`src/design/sdb_pkg.sv`:
```
package sdb_pkg;

    // Field widths fixed by the item formats
    localparam int IN_NUM_W  = 32;
    localparam int IN_EXP_W  = 5;
    localparam int Z_W       = 64;
    localparam int OUT_EXP_W = 5;

    typedef enum logic [1:0] {
        KIND_NUMBER = 2'd0,
        KIND_STAR   = 2'd1,
        KIND_SWITCH = 2'd2
    } kind_t;

    typedef struct packed {
        logic signed [IN_NUM_W-1:0] x_num;
        logic [IN_EXP_W-1:0]        x_den_exp;
        logic signed [IN_NUM_W-1:0] y_num;
        logic [IN_EXP_W-1:0]        y_den_exp;
    } in_item_t;

    typedef struct packed {
        kind_t                 kind;
        logic signed [Z_W-1:0] z_num;
        logic [OUT_EXP_W-1:0]  z_den_exp;
    } out_item_t;

    // Control that travels alongside each pipeline stage
    typedef struct packed {
        logic  valid;
        kind_t kind;
        logic  zero;      // result numerator and exponent forced to zero
        logic  mirrored;  // magnitude form; negate at the end
    } ctl_t;

endpackage

```
`src/design/sdb_align.sv`:
```
module sdb_align #(
    parameter int NUM_BITS    = 32,
    parameter int MAX_DEN_EXP = 30,
    localparam int AW = NUM_BITS + MAX_DEN_EXP,
    localparam int EW = $clog2(MAX_DEN_EXP + 2)
) (
    input  logic                   clk,
    input  logic                   rst_n,
    input  logic                   start,
    input  sdb_pkg::in_item_t      item,
    output sdb_pkg::ctl_t          ctl,
    output logic signed [AW-1:0]   a,
    output logic signed [AW-1:0]   b,
    output logic [EW-1:0]          e
);

    logic [EW-1:0]        ea;
    logic [EW-1:0]        eb;
    logic [EW-1:0]        e_next;
    logic signed [AW-1:0] xs;
    logic signed [AW-1:0] ys;
    logic signed [AW-1:0] a_next;
    logic signed [AW-1:0] b_next;
    sdb_pkg::ctl_t        ctl_next;

    sdb_pkg::ctl_t        ctl_reg;
    logic signed [AW-1:0] a_reg;
    logic signed [AW-1:0] b_reg;
    logic [EW-1:0]        e_reg;

    // Saturate exponents, sign-extend numerators, align to the larger exponent
    always_comb
    begin
        ea = (item.x_den_exp > sdb_pkg::IN_EXP_W'(MAX_DEN_EXP)) ?
             EW'(MAX_DEN_EXP) : EW'(item.x_den_exp);
        eb = (item.y_den_exp > sdb_pkg::IN_EXP_W'(MAX_DEN_EXP)) ?
             EW'(MAX_DEN_EXP) : EW'(item.y_den_exp);
        e_next = (ea > eb) ? ea : eb;
        xs = {{MAX_DEN_EXP{item.x_num[NUM_BITS-1]}}, item.x_num[NUM_BITS-1:0]};
        ys = {{MAX_DEN_EXP{item.y_num[NUM_BITS-1]}}, item.y_num[NUM_BITS-1:0]};
        a_next = xs << (e_next - ea);
        b_next = ys << (e_next - eb);
        ctl_next          = '0;
        ctl_next.valid    = start;
        ctl_next.kind     = sdb_pkg::KIND_NUMBER;
    end

    always_ff @(posedge clk or negedge rst_n)
    begin
        if (!rst_n)
        begin
            ctl_reg <= '0;
        end
        else
        begin
            ctl_reg <= ctl_next;
        end
    end

    always_ff @(posedge clk)
    begin
        a_reg <= a_next;
        b_reg <= b_next;
        e_reg <= e_next;
    end

    assign ctl = ctl_reg;
    assign a   = a_reg;
    assign b   = b_reg;
    assign e   = e_reg;

endmodule

```
`src/design/sdb_classify.sv`:
```
module sdb_classify #(
    parameter int NUM_BITS    = 32,
    parameter int MAX_DEN_EXP = 30,
    localparam int AW = NUM_BITS + MAX_DEN_EXP,
    localparam int UW = AW + 1,
    localparam int EW = $clog2(MAX_DEN_EXP + 2)
) (
    input  logic                 clk,
    input  logic                 rst_n,
    input  sdb_pkg::ctl_t        ctl_in,
    input  logic signed [AW-1:0] a,
    input  logic signed [AW-1:0] b,
    input  logic [EW-1:0]        e_in,
    output sdb_pkg::ctl_t        ctl,
    output logic [UW-1:0]        lo,
    output logic [UW-1:0]        h,
    output logic [EW-1:0]        e
);

    logic [UW-1:0]  a_w;
    logic [UW-1:0]  b_w;
    logic           straddle;
    sdb_pkg::ctl_t  ctl2_next;
    logic [UW-1:0]  lo2_next;
    logic [UW-1:0]  hi2_next;

    sdb_pkg::ctl_t  ctl2_reg;
    logic [UW-1:0]  lo2_reg;
    logic [UW-1:0]  hi2_reg;
    logic [EW-1:0]  e2_reg;

    logic           adj;
    logic [UW-1:0]  lo3_next;
    logic [UW-1:0]  h3_next;
    logic [EW-1:0]  e3_next;

    sdb_pkg::ctl_t  ctl3_reg;
    logic [UW-1:0]  lo3_reg;
    logic [UW-1:0]  h3_reg;
    logic [EW-1:0]  e3_reg;

    // Classify the pair and fold non-positive intervals to magnitudes
    always_comb
    begin
        a_w      = {a[AW-1], a};
        b_w      = {b[AW-1], b};
        straddle = a[AW-1] && !b[AW-1] && (b != '0);
        ctl2_next          = ctl_in;
        ctl2_next.mirrored = a[AW-1];
        ctl2_next.zero     = 1'b0;
        priority if (a > b)
        begin
            ctl2_next.kind = sdb_pkg::KIND_SWITCH;
            ctl2_next.zero = 1'b1;
        end
        else if (straddle)
        begin
            ctl2_next.kind = sdb_pkg::KIND_NUMBER;
            ctl2_next.zero = 1'b1;
        end
        else if (a == b)
        begin
            ctl2_next.kind = sdb_pkg::KIND_STAR;
        end
        else
        begin
            ctl2_next.kind = sdb_pkg::KIND_NUMBER;
        end
        lo2_next = a[AW-1] ? (-b_w) : a_w;
        hi2_next = a[AW-1] ? (-a_w) : b_w;
    end

    // Adjacent ends: double both and add an exponent bit; keep the upper end inclusive
    always_comb
    begin
        adj = (ctl2_reg.kind == sdb_pkg::KIND_NUMBER) && !ctl2_reg.zero &&
              ((hi2_reg - lo2_reg) == UW'(1));
        lo3_next = adj ? (lo2_reg << 1) : lo2_reg;
        h3_next  = adj ? ((lo2_reg << 1) | UW'(1)) : (hi2_reg - UW'(1));
        e3_next  = adj ? (e2_reg + EW'(1)) : e2_reg;
    end

    always_ff @(posedge clk or negedge rst_n)
    begin
        if (!rst_n)
        begin
            ctl2_reg <= '0;
            ctl3_reg <= '0;
        end
        else
        begin
            ctl2_reg <= ctl2_next;
            ctl3_reg <= ctl2_reg;
        end
    end

    always_ff @(posedge clk)
    begin
        lo2_reg <= lo2_next;
        hi2_reg <= hi2_next;
        e2_reg  <= e_in;
        lo3_reg <= lo3_next;
        h3_reg  <= h3_next;
        e3_reg  <= e3_next;
    end

    assign ctl = ctl3_reg;
    assign lo  = lo3_reg;
    assign h   = h3_reg;
    assign e   = e3_reg;

endmodule

```
`src/design/sdb_search.sv`:
```
module sdb_search #(
    parameter int NUM_BITS    = 32,
    parameter int MAX_DEN_EXP = 30,
    localparam int UW = NUM_BITS + MAX_DEN_EXP + 1,
    localparam int KW = $clog2(UW),
    localparam int EW = $clog2(MAX_DEN_EXP + 2)
) (
    input  logic          clk,
    input  logic          rst_n,
    input  sdb_pkg::ctl_t ctl_in,
    input  logic [UW-1:0] lo_in,
    input  logic [UW-1:0] h_in,
    input  logic [EW-1:0] e_in,
    output sdb_pkg::ctl_t ctl,
    output logic [UW-1:0] zn,
    output logic [EW-1:0] e
);

    logic [UW-1:0]  diff;
    logic [KW-1:0]  p;
    logic [KW-1:0]  k_next;

    sdb_pkg::ctl_t  ctl4_reg;
    logic [UW-1:0]  lo4_reg;
    logic [KW-1:0]  k4_reg;
    logic [EW-1:0]  e4_reg;

    logic [UW-1:0]  mask;
    logic [UW-1:0]  zn_next;

    sdb_pkg::ctl_t  ctl5_reg;
    logic [UW-1:0]  zn5_reg;
    logic [EW-1:0]  e5_reg;

    // Coarsest step: highest bit where lo and the inclusive upper end differ, capped at e
    always_comb
    begin
        diff = lo_in ^ h_in;
        p    = '0;
        for (int i = 0; i < UW; i++)
        begin
            if (diff[i])
            begin
                p = KW'(i);
            end
        end
        k_next = (KW'(e_in) < p) ? KW'(e_in) : p;
    end

    // Next multiple of the step above lo; a starred value passes lo through unchanged
    always_comb
    begin
        mask    = ~({UW{1'b1}} << k4_reg);
        zn_next = (ctl4_reg.kind == sdb_pkg::KIND_STAR) ? lo4_reg : ((lo4_reg | mask) + UW'(1));
    end

    always_ff @(posedge clk or negedge rst_n)
    begin
        if (!rst_n)
        begin
            ctl4_reg <= '0;
            ctl5_reg <= '0;
        end
        else
        begin
            ctl4_reg <= ctl_in;
            ctl5_reg <= ctl4_reg;
        end
    end

    always_ff @(posedge clk)
    begin
        lo4_reg <= lo_in;
        k4_reg  <= k_next;
        e4_reg  <= e_in;
        zn5_reg <= zn_next;
        e5_reg  <= e4_reg;
    end

    assign ctl = ctl5_reg;
    assign zn  = zn5_reg;
    assign e   = e5_reg;

endmodule

```
`src/design/sdb_reduce.sv`:
```
module sdb_reduce #(
    parameter int NUM_BITS    = 32,
    parameter int MAX_DEN_EXP = 30,
    localparam int UW = NUM_BITS + MAX_DEN_EXP + 1,
    localparam int KW = $clog2(UW),
    localparam int EW = $clog2(MAX_DEN_EXP + 2)
) (
    input  logic               clk,
    input  logic               rst_n,
    input  sdb_pkg::ctl_t      ctl_in,
    input  logic [UW-1:0]      zn_in,
    input  logic [EW-1:0]      e_in,
    output logic               done,
    output sdb_pkg::out_item_t result
);

    logic [KW-1:0]      tz;
    logic [EW-1:0]      s_next;

    sdb_pkg::ctl_t      ctl6_reg;
    logic [UW-1:0]      zn6_reg;
    logic [EW-1:0]      s6_reg;
    logic [EW-1:0]      e6_reg;

    logic [UW-1:0]                 zs;
    logic [sdb_pkg::Z_W-1:0]       z64;
    sdb_pkg::out_item_t            result_next;

    logic                          done_reg;
    sdb_pkg::out_item_t            result_reg;

    // Trailing zeros, capped by the exponent; a starred value is left as is
    always_comb
    begin
        tz = '0;
        for (int i = UW - 1; i >= 0; i--)
        begin
            if (zn_in[i])
            begin
                tz = KW'(i);
            end
        end
        if (ctl_in.kind == sdb_pkg::KIND_STAR)
        begin
            s_next = '0;
        end
        else
        begin
            s_next = (KW'(e_in) < tz) ? e_in : EW'(tz);
        end
    end

    // Drop the common factor and restore the sign, or force a zero result
    always_comb
    begin
        zs  = zn6_reg >> s6_reg;
        z64 = sdb_pkg::Z_W'(zs);
        result_next.kind = ctl6_reg.kind;
        if (ctl6_reg.zero)
        begin
            result_next.z_num     = '0;
            result_next.z_den_exp = '0;
        end
        else
        begin
            result_next.z_num     = ctl6_reg.mirrored ? -z64 : z64;
            result_next.z_den_exp = sdb_pkg::OUT_EXP_W'(e6_reg - s6_reg);
        end
    end

    always_ff @(posedge clk or negedge rst_n)
    begin
        if (!rst_n)
        begin
            ctl6_reg <= '0;
            done_reg <= 1'b0;
        end
        else
        begin
            ctl6_reg <= ctl_in;
            done_reg <= ctl6_reg.valid;
        end
    end

    always_ff @(posedge clk)
    begin
        zn6_reg    <= zn_in;
        s6_reg     <= s_next;
        e6_reg     <= e_in;
        result_reg <= result_next;
    end

    assign done   = done_reg;
    assign result = result_reg;

endmodule

```
`src/design/simplest_dyadic_between.sv`:
```
// Throughput: one item per cycle, seven items in flight in the seven-stage pipeline.
// busy is always low: every stage advances each cycle and nothing is ever held.
// Each result is shown for one cycle only; the receiver cannot stall the pipeline.
// Reset (rst_n, asynchronous, active low) clears the valid bits of every stage.
module simplest_dyadic_between #(
    parameter int NUM_BITS    = 32,
    parameter int MAX_DEN_EXP = 30
) (
    input  logic               clk,
    input  logic               rst_n,
    input  logic               start,
    output logic               busy,
    input  sdb_pkg::in_item_t  item,
    output logic               done,
    output sdb_pkg::out_item_t result
);

    localparam int AW = NUM_BITS + MAX_DEN_EXP;
    localparam int UW = AW + 1;
    localparam int EW = $clog2(MAX_DEN_EXP + 2);

    // Stage 1 -> 2: aligned signed numerators at the common exponent
    sdb_pkg::ctl_t        ctl_al;
    logic signed [AW-1:0] a_al;
    logic signed [AW-1:0] b_al;
    logic [EW-1:0]        e_al;

    // Stage 3 -> 4: magnitudes, lower end exclusive, upper end inclusive
    sdb_pkg::ctl_t        ctl_cl;
    logic [UW-1:0]        lo_cl;
    logic [UW-1:0]        h_cl;
    logic [EW-1:0]        e_cl;

    // Stage 5 -> 6: unreduced numerator of the answer
    sdb_pkg::ctl_t        ctl_sr;
    logic [UW-1:0]        zn_sr;
    logic [EW-1:0]        e_sr;

    // Nothing downstream can hold a transfer off, so an item is always taken
    assign busy = 1'b0;

    // Stage 1: saturate exponents and align both numerators
    sdb_align #(
        .NUM_BITS    (NUM_BITS),
        .MAX_DEN_EXP (MAX_DEN_EXP)
    ) u_align (
        .clk   (clk),
        .rst_n (rst_n),
        .start (start && !busy),
        .item  (item),
        .ctl   (ctl_al),
        .a     (a_al),
        .b     (b_al),
        .e     (e_al)
    );

    // Stages 2-3: classify, mirror to the positive side, widen adjacent ends
    sdb_classify #(
        .NUM_BITS    (NUM_BITS),
        .MAX_DEN_EXP (MAX_DEN_EXP)
    ) u_classify (
        .clk    (clk),
        .rst_n  (rst_n),
        .ctl_in (ctl_al),
        .a      (a_al),
        .b      (b_al),
        .e_in   (e_al),
        .ctl    (ctl_cl),
        .lo     (lo_cl),
        .h      (h_cl),
        .e      (e_cl)
    );

    // Stages 4-5: pick the coarsest power-of-two step that lands inside, then round lo up
    sdb_search #(
        .NUM_BITS    (NUM_BITS),
        .MAX_DEN_EXP (MAX_DEN_EXP)
    ) u_search (
        .clk    (clk),
        .rst_n  (rst_n),
        .ctl_in (ctl_cl),
        .lo_in  (lo_cl),
        .h_in   (h_cl),
        .e_in   (e_cl),
        .ctl    (ctl_sr),
        .zn     (zn_sr),
        .e      (e_sr)
    );

    // Stages 6-7: reduce to lowest terms and restore the sign
    sdb_reduce #(
        .NUM_BITS    (NUM_BITS),
        .MAX_DEN_EXP (MAX_DEN_EXP)
    ) u_reduce (
        .clk    (clk),
        .rst_n  (rst_n),
        .ctl_in (ctl_sr),
        .zn_in  (zn_sr),
        .e_in   (e_sr),
        .done   (done),
        .result (result)
    );

    // Every transfer in produces exactly one result
    assert property (@(posedge clk) disable iff (!rst_n)
        (start && !busy) |-> ##7 done)
        else $error("result missing seven cycles after a transfer");

    assert property (@(posedge clk) disable iff (!rst_n)
        done |-> $past(start, 7))
        else $error("result without a matching transfer");

    assert property (@(posedge clk) disable iff (!rst_n)
        (done && result.kind == sdb_pkg::KIND_SWITCH) |->
        (result.z_num == '0 && result.z_den_exp == '0))
        else $error("switch result carries a value");

    assert property (@(posedge clk) disable iff (!rst_n)
        (done && result.kind == sdb_pkg::KIND_NUMBER && result.z_den_exp != '0) |->
        result.z_num[0])
        else $error("number result not in lowest terms");

    assert property (@(posedge clk) disable iff (!rst_n)
        (done && result.kind == sdb_pkg::KIND_NUMBER) |->
        (result.z_den_exp <= sdb_pkg::OUT_EXP_W'(MAX_DEN_EXP + 1)))
        else $error("number result exponent out of range");

endmodule
```
`config.mk`:
```
export PLATFORM = sky130hd
export DESIGN_NAME = simplest_dyadic_between
export DESIGN_NICKNAME = d
export VERILOG_FILES = /design/src/design/sdb_pkg.sv /design/src/design/sdb_align.sv /design/src/design/sdb_classify.sv /design/src/design/sdb_search.sv /design/src/design/sdb_reduce.sv /design/src/design/simplest_dyadic_between.sv
export SDC_FILE = /design/constraint.sdc
export NUM_CORES = 2
export LEC_CHECK = 0
export BUFFER_PORTS_ARGS = -buffer_cell sky130_fd_sc_hd__clkbuf_2
export CAP_MARGIN = 5
export CORE_UTILIZATION = 44
export DETAILED_ROUTE_END_ITERATION = 8
export PLACE_DENSITY_LB_ADDON = 0.05
export SYNTH_ARGS = -nofsm -noshare
export SYNTH_HDL_FRONTEND = slang
export SYNTH_SLANG_ARGS = --single-unit
```
`constraint.sdc`:
```
create_clock -name clk -period 7.8 [get_ports clk]
set_input_delay 0.39 -clock clk [delete_from_list [all_inputs] [get_ports clk]]
set_output_delay 0.39 -clock clk [all_outputs]
set_load 0.02 [all_outputs]
```
## Word-level counts from Yosys, hierarchy flattened

Index checks and enable logic that the tools add are counted.

| storage, ports and cells | value |
|---|---|
| register bits after elaboration | 704 |
| input bits | 77 |
| output and inout port bits | 73 |
| logic and storage cells | 225 |

| cells by class | value |
|---|---|
| add/sub/neg operators | 10 |
| $lt $le $gt $ge | 6 |
| equality and inequality tests | 4 |
| shifts and indexed selects | 4 |
| multiplexer cells | 141 |
| bitwise logic cells | 4 |
| reductions and logical operators | 9 |

Operators by type and width:

| operator | count |
|---|---|
| 2-to-1 mux 6 bit | 124 |
| 2-to-1 mux 63 bit | 5 |
| negation 63 bit | 2 |
| left shift 62 x 5 -> 62 bit | 2 |
| negation 63 -> 64 bit | 1 |
| adder 63 x 1 -> 63 bit (second input constant) | 1 |
| equality test 63 x 1 -> 1 bit (second input constant) | 1 |
| inverter 63 bit | 1 |
| OR 63 bit | 1 |
| left shift 63 x 6 -> 63 bit (first input constant) | 1 |
| right shift 63 x 5 -> 63 bit | 1 |
| subtractor 63 x 1 -> 63 bit (second input constant) | 1 |
| subtractor 63 bit | 1 |
| XOR 63 bit | 1 |
| equality test 62 bit | 1 |
| greater-than comparator 62 bit | 1 |
| nonzero test 62 bit | 1 |
| 2-to-1 mux 61 bit | 1 |
| 2-to-1 mux 5 bit | 6 |
| subtractor 5 bit | 3 |
| less-than comparator 5 x 6 -> 1 bit | 2 |
| greater-than comparator 5 bit (second input constant) | 2 |
| adder 5 x 1 -> 5 bit (second input constant) | 1 |
| greater-than comparator 5 bit | 1 |
| other kinds (9) | 16 |

## Longest topological paths before layout

| logic depth | value |
|---|---|
| word-level depth | 65 |
| gate-level depth with buffers | 25 |
| mapped depth without buffers | 23 |

## Modules after synthesis

A second synthesis with hierarchy kept.

| unflattened totals | value |
|---|---|
| cell total of the unflattened synthesis | 5298 |
| area total of the unflattened synthesis | 45391.0 µm² |

By module, submodules not included:

| module | times used | cells each | area an instance (µm²) | sequential area each (µm²) |
|---|---|---|---|---|
| sdb_classify | 1 | 2253 | 18285.0 | 5495.3 |
| sdb_reduce | 1 | 1314 | 11792.6 | 3032.9 |
| sdb_align | 1 | 898 | 7973.9 | 2607.5 |
| sdb_search | 1 | 831 | 7328.3 | 3093.0 |
| simplest_dyadic_between | 1 | 2 | 11.3 | 0.0 |

## Worst setup path after synthesis

OpenSTA, ideal clock, no wires.

| timing | value |
|---|---|
| path kind | input-to-reg |
| start point | input port item[1] in the netlist's numbering |
| end point | register u_align.a_reg[34] (netlist: u_align.a[34]) |
| setup time | 0.140 ns |
| arrival time | 4.627 ns |
| required time | 7.660 ns |
| slack | 3.032 ns |
| stages | 23 |
| buffers on the path | 3 |
| cells stage by stage | inv_1 o41ai_1 inv_1 ha_1 nor2b_1 o21a_1 o21ai_0 nand2b_1 a21oi_1 a31oi_1 nor2_1 a21oi_1 ha_1 inv_1 fa_1 clkbuf_1 clkbuf_1 clkbuf_1 mux4_2 nand2_1 nand2_1 a21oi_1 mux2i_1 |

| on the way | value |
|---|---|
| cells in the longest elaborated chain, start to end | 6 |

Ends and longest elaborated chain:

| element | RTL line | source |
|---|---|---|
| from (decl) | simplest_dyadic_between.sv:13 | `input sdb_pkg::in_item_t item,` |
| greater-than comparator 5 bit | sdb_align.sv:36 | `eb = (item.y_den_exp > sdb_pkg::IN_EXP_W'(MAX_DEN_EXP)) ?` |
| 2-to-1 mux 5 bit * | sdb_align.sv:36 |  |
| greater-than comparator 5 bit | sdb_align.sv:38 | `e_next = (ea > eb) ? ea : eb;` |
| 2-to-1 mux 5 bit * | sdb_align.sv:38 |  |
| subtractor 5 bit * | sdb_align.sv:41 | `a_next = xs << (e_next - ea);` |
| left shift 62 x 5 -> 62 bit * | sdb_align.sv:41 |  |
| net u_align.a_next[34] | sdb_align.sv:22 | `logic signed [AW-1:0] a_next;` |
| to (signal assigned) | sdb_align.sv:62 | `a_reg <= a_next;` |
| to (decl) | sdb_align.sv:27 | `logic signed [AW-1:0] a_reg;` |

The timed path passes the listed nets; every way through them passes the cells marked *.
A chain may end at the register's enable or synchronous reset.

## Final worst setup path

| timing | value |
|---|---|
| start point | register u_classify.lo2_reg[13] |
| end point | register u_classify.lo3_reg[3] (netlist: u_classify.lo[3]) |

| on the way | value |
|---|---|
| cells in the longest elaborated chain, start to end | 4 |

Ends and longest elaborated chain:

| element | RTL line | source |
|---|---|---|
| from (decl) | sdb_classify.sv:28 | `logic [UW-1:0] lo2_reg;` |
| from (signal assigned) | sdb_classify.sv:99 | `lo2_reg <= lo2_next;` |
| subtractor 63 bit | sdb_classify.sv:77 | `((hi2_reg - lo2_reg) == UW'(1));` |
| equality test 63 x 1 -> 1 bit | sdb_classify.sv:77 |  |
| logical AND 1 bit | sdb_classify.sv:76 | `adj = (ctl2_reg.kind == sdb_pkg::KIND_NUMBER) && !ctl2_reg.zero &&` |
| 2-to-1 mux 63 bit | sdb_classify.sv:78 | `lo3_next = adj ? (lo2_reg << 1) : lo2_reg;` |
| net u_classify.lo3_next[3] | sdb_classify.sv:33 | `logic [UW-1:0] lo3_next;` |
| to (signal assigned) | sdb_classify.sv:102 | `lo3_reg <= lo3_next;` |
| to (decl) | sdb_classify.sv:38 | `logic [UW-1:0] lo3_reg;` |

The timed path passes the listed nets, and every way through them passes these cells.

==> impl_metrics.env <==
export IMPL_antenna_found_initial=2
export IMPL_num_rows=112
export IMPL_status="finished clean"
export IMPL_grt_pass1_vias=33660
export IMPL_vias_per_cell=5.760
export IMPL_drive_gt1_share_pct=12.97
export IMPL_vias=35010
export IMPL_num_antenna_cells=0
export IMPL_globalRouteOverflowTotal=0
export IMPL_wl_mm=143.7
export IMPL_layout_commonest_cell="dfxtp_1"
export IMPL_fin_setup_tns_ps=0
export IMPL_fin_crit_sh_pct=74.08
export IMPL_nets=5002
export IMPL_tritoncts="yes"
export IMPL_rsz0062_at_grt="false"
export IMPL_max_freq_ghz=0.1731
export IMPL_finClkSkew_ps=28.88
export IMPL_drt_iter0_markers=2844
export IMPL_cpMaxStageDelayCell="nor3_2"
export IMPL_synthCells=4712
export IMPL_avgSynthCellArea_um2=8.841
export IMPL_first_pass_iters=5
export IMPL_area_growth_pct=10.84
export IMPL_die_w_um=309.7
export IMPL_largest_register_ffs=71
export IMPL_port_buffer_count=148
export IMPL_synthFlopType="dfxtp_1"
export IMPL_slowest_delay_ps=750
export IMPL_insertion_delay_ps=660
export IMPL_grt_usage_pct=29.50
export IMPL_drc=0
export IMPL_critical_path_required_ps=8360
export IMPL_yosys_warnings=0
export IMPL_cts_setup_buffers=0
export IMPL_worstPathMaxFanout=47
export IMPL_clockRootBuffer="clkbuf_16"
export IMPL_cts_path_max_buffers=3
export IMPL_finalCriticalPeriod_ps=5778
export IMPL_cp_cell_sequence="inv_1, ha_1, o211a_1, nand3_1, a311oi_1, a2bb2oi_1, nor2_1, nor4_1, nand4_1, nor4_1, nand4_1, nor3_2, buf_12, mux2i_1"
export IMPL_cp_end_kind="flop"
export IMPL_stdcell_count=6079
export IMPL_multi_input_area_um2=25800
export IMPL_ys_ff_latch=703
export IMPL_ys_types=99
export IMPL_regArea_um2=14220
export IMPL_slew_viol_final=0
export IMPL_setup_violations_final=0
export IMPL_dp_cells=5938
export IMPL_grt_pass1_wl_mm=211.0
export IMPL_wl_per_cell_um=23.64
export IMPL_yosysSeqAreaShare_pct=34.11
export IMPL_grt_start_max_net_pins=108
export IMPL_arrival_ps=6340
export IMPL_numCtsBuffers=78
export IMPL_clk_pin_slew_ps=60
export IMPL_postRouteAntennaNets=0
export IMPL_hold_viol_final=0
export IMPL_top_level_ports=150
export IMPL_gp_congestion=0.9833
export IMPL_fp_dieH_um=309.7
export IMPL_hp_class="in -> reg"
export IMPL_fill_cells=9178
export IMPL_htree_levels=3
export IMPL_async_reset_ff_share_pct=3.841
export IMPL_cap_violations=0
export IMPL_crit_type="reg -> reg"
export IMPL_cts_sinks=703
export IMPL_synth_edf_count=0
export IMPL_worstMarginPinSlew_ps=1172
export IMPL_core_area_um2=93610
export IMPL_timing_hold_ws_ps=69.87
export IMPL_setup_worst_path_start_class="flop"
export IMPL_syn_area_um2=41660
export IMPL_postLayoutCoreUtil_pct=49.33
export IMPL_dieArea_um2=95910
export IMPL_start_util_pct=44.50
export IMPL_dp_hpwl_mm=116.4
export IMPL_reg2reg_slack_ps=2020
export IMPL_relSlewSlack_pct=20.98
export IMPL_layout_common_cells="dfxtp_1 (673), nor2_1 (407), nand2_1 (396)"
cells by family (layout without fill, tap and decap cells):
kind of cell | after synthesis | after routing | share of synthesized area [%]
simple gates | 1521 | 1521 | 17.53
xor+xnor | 347 | 347 | 7.296
compound gates | 1049 | 1049 | 15.69
flops | 703 | 703 | 34.11
buf+inv | 432 | 544 | 4.241
fa+ha+maj | 159 | 159 | 4.848
other cells | 1 | 2 | 0.009002
mux | 500 | 500 | 16.28
critical path, delay by kind of cell, from the launching register on:
kind | cells | cell delay (ps)
adder cells (fa/ha/maj) | 1 | 580
multiplexers | 1 | 240
AO/OA/AOI/OAI | 3 | 1150
flip-flops | 1 | 310
buffers and inverters | 2 | 460
AND/OR/NAND/NOR | 7 | 2900
final timing paths:
path                       cells past startpoint              endpoint                   start
max reg2reg                                   14      u_classify.lo[3]  u_classify.lo2_reg[13]
max                                           14      u_classify.lo[3]  u_classify.lo2_reg[13]
min reg2reg                                    0   u_search.lo4_reg[0]        u_classify.lo[0]
min in group asynchronous                      2  u_reduce.ctl6_reg[2]                   rst_n
min                                            2          u_align.e[4]                 item[4]
max in group asynchronous                      2  u_reduce.ctl6_reg[1]                   rst_n
per-layer routing:
metal	vias to the layer above	routed length, um	track usage [%]
met5	-	0	0
met4	0	10860	20.69
met3	302	6345	3.668
met2	1040	68700	50.45
met1	16530	57810	34.25
li1	17140	-	-
metrics by stage:
stage                     cell area, um2  setup slack, ps
after global placement             43520             1895
after global routing               46170             1671
final                              46170             2022
after detailed placement           43520             1878
after CTS                          46170             2107
after floorplan                    41660             3032
cell type report:
class / count / share of cell area [%]
clock buffers: 104 / 4.788
clock inverters: 35 / 0.9213
repair buffers: 200 / 2.542
inverters: 205 / 1.667
flip-flops and latches: 703 / 30.80
well taps: 1254 / 3.398
multi-input cells: 3578 / 55.89
synthesized netlist by cell type, types with 62 or more instances:
cell type	n	area, um2
dfxtp_1	676	13530
nor2_1	407	1528
nand2_1	396	1486
o21ai_0	351	1757
mux2i_1	282	2823
a21oi_1	266	1331
xnor2_1	215	1883
inv_1	202	758.2
nor3_1	185	925.9
clkbuf_1	163	611.8
ha_1	155	1939
xor2_1	132	1156
mux4_2	130	2928
nand3_1	104	520.5
mux2_2	83	934.7
a21o_1	78	585.6
or3_1	72	450.4
nor4_1	62	387.9
what timing repair did:
| action | 4_1_cts | 5_1_grt |
|---|---|---|
| endpoints found under the hold margin | 28 | 0 |
| gates resized for setup | 0 | 0 |
| hold buffers | 2 | 0 |
Power is left out: the tool's default activity adds up to more than one toggle a clock period on the data nets, which glitch-free logic cannot reach.
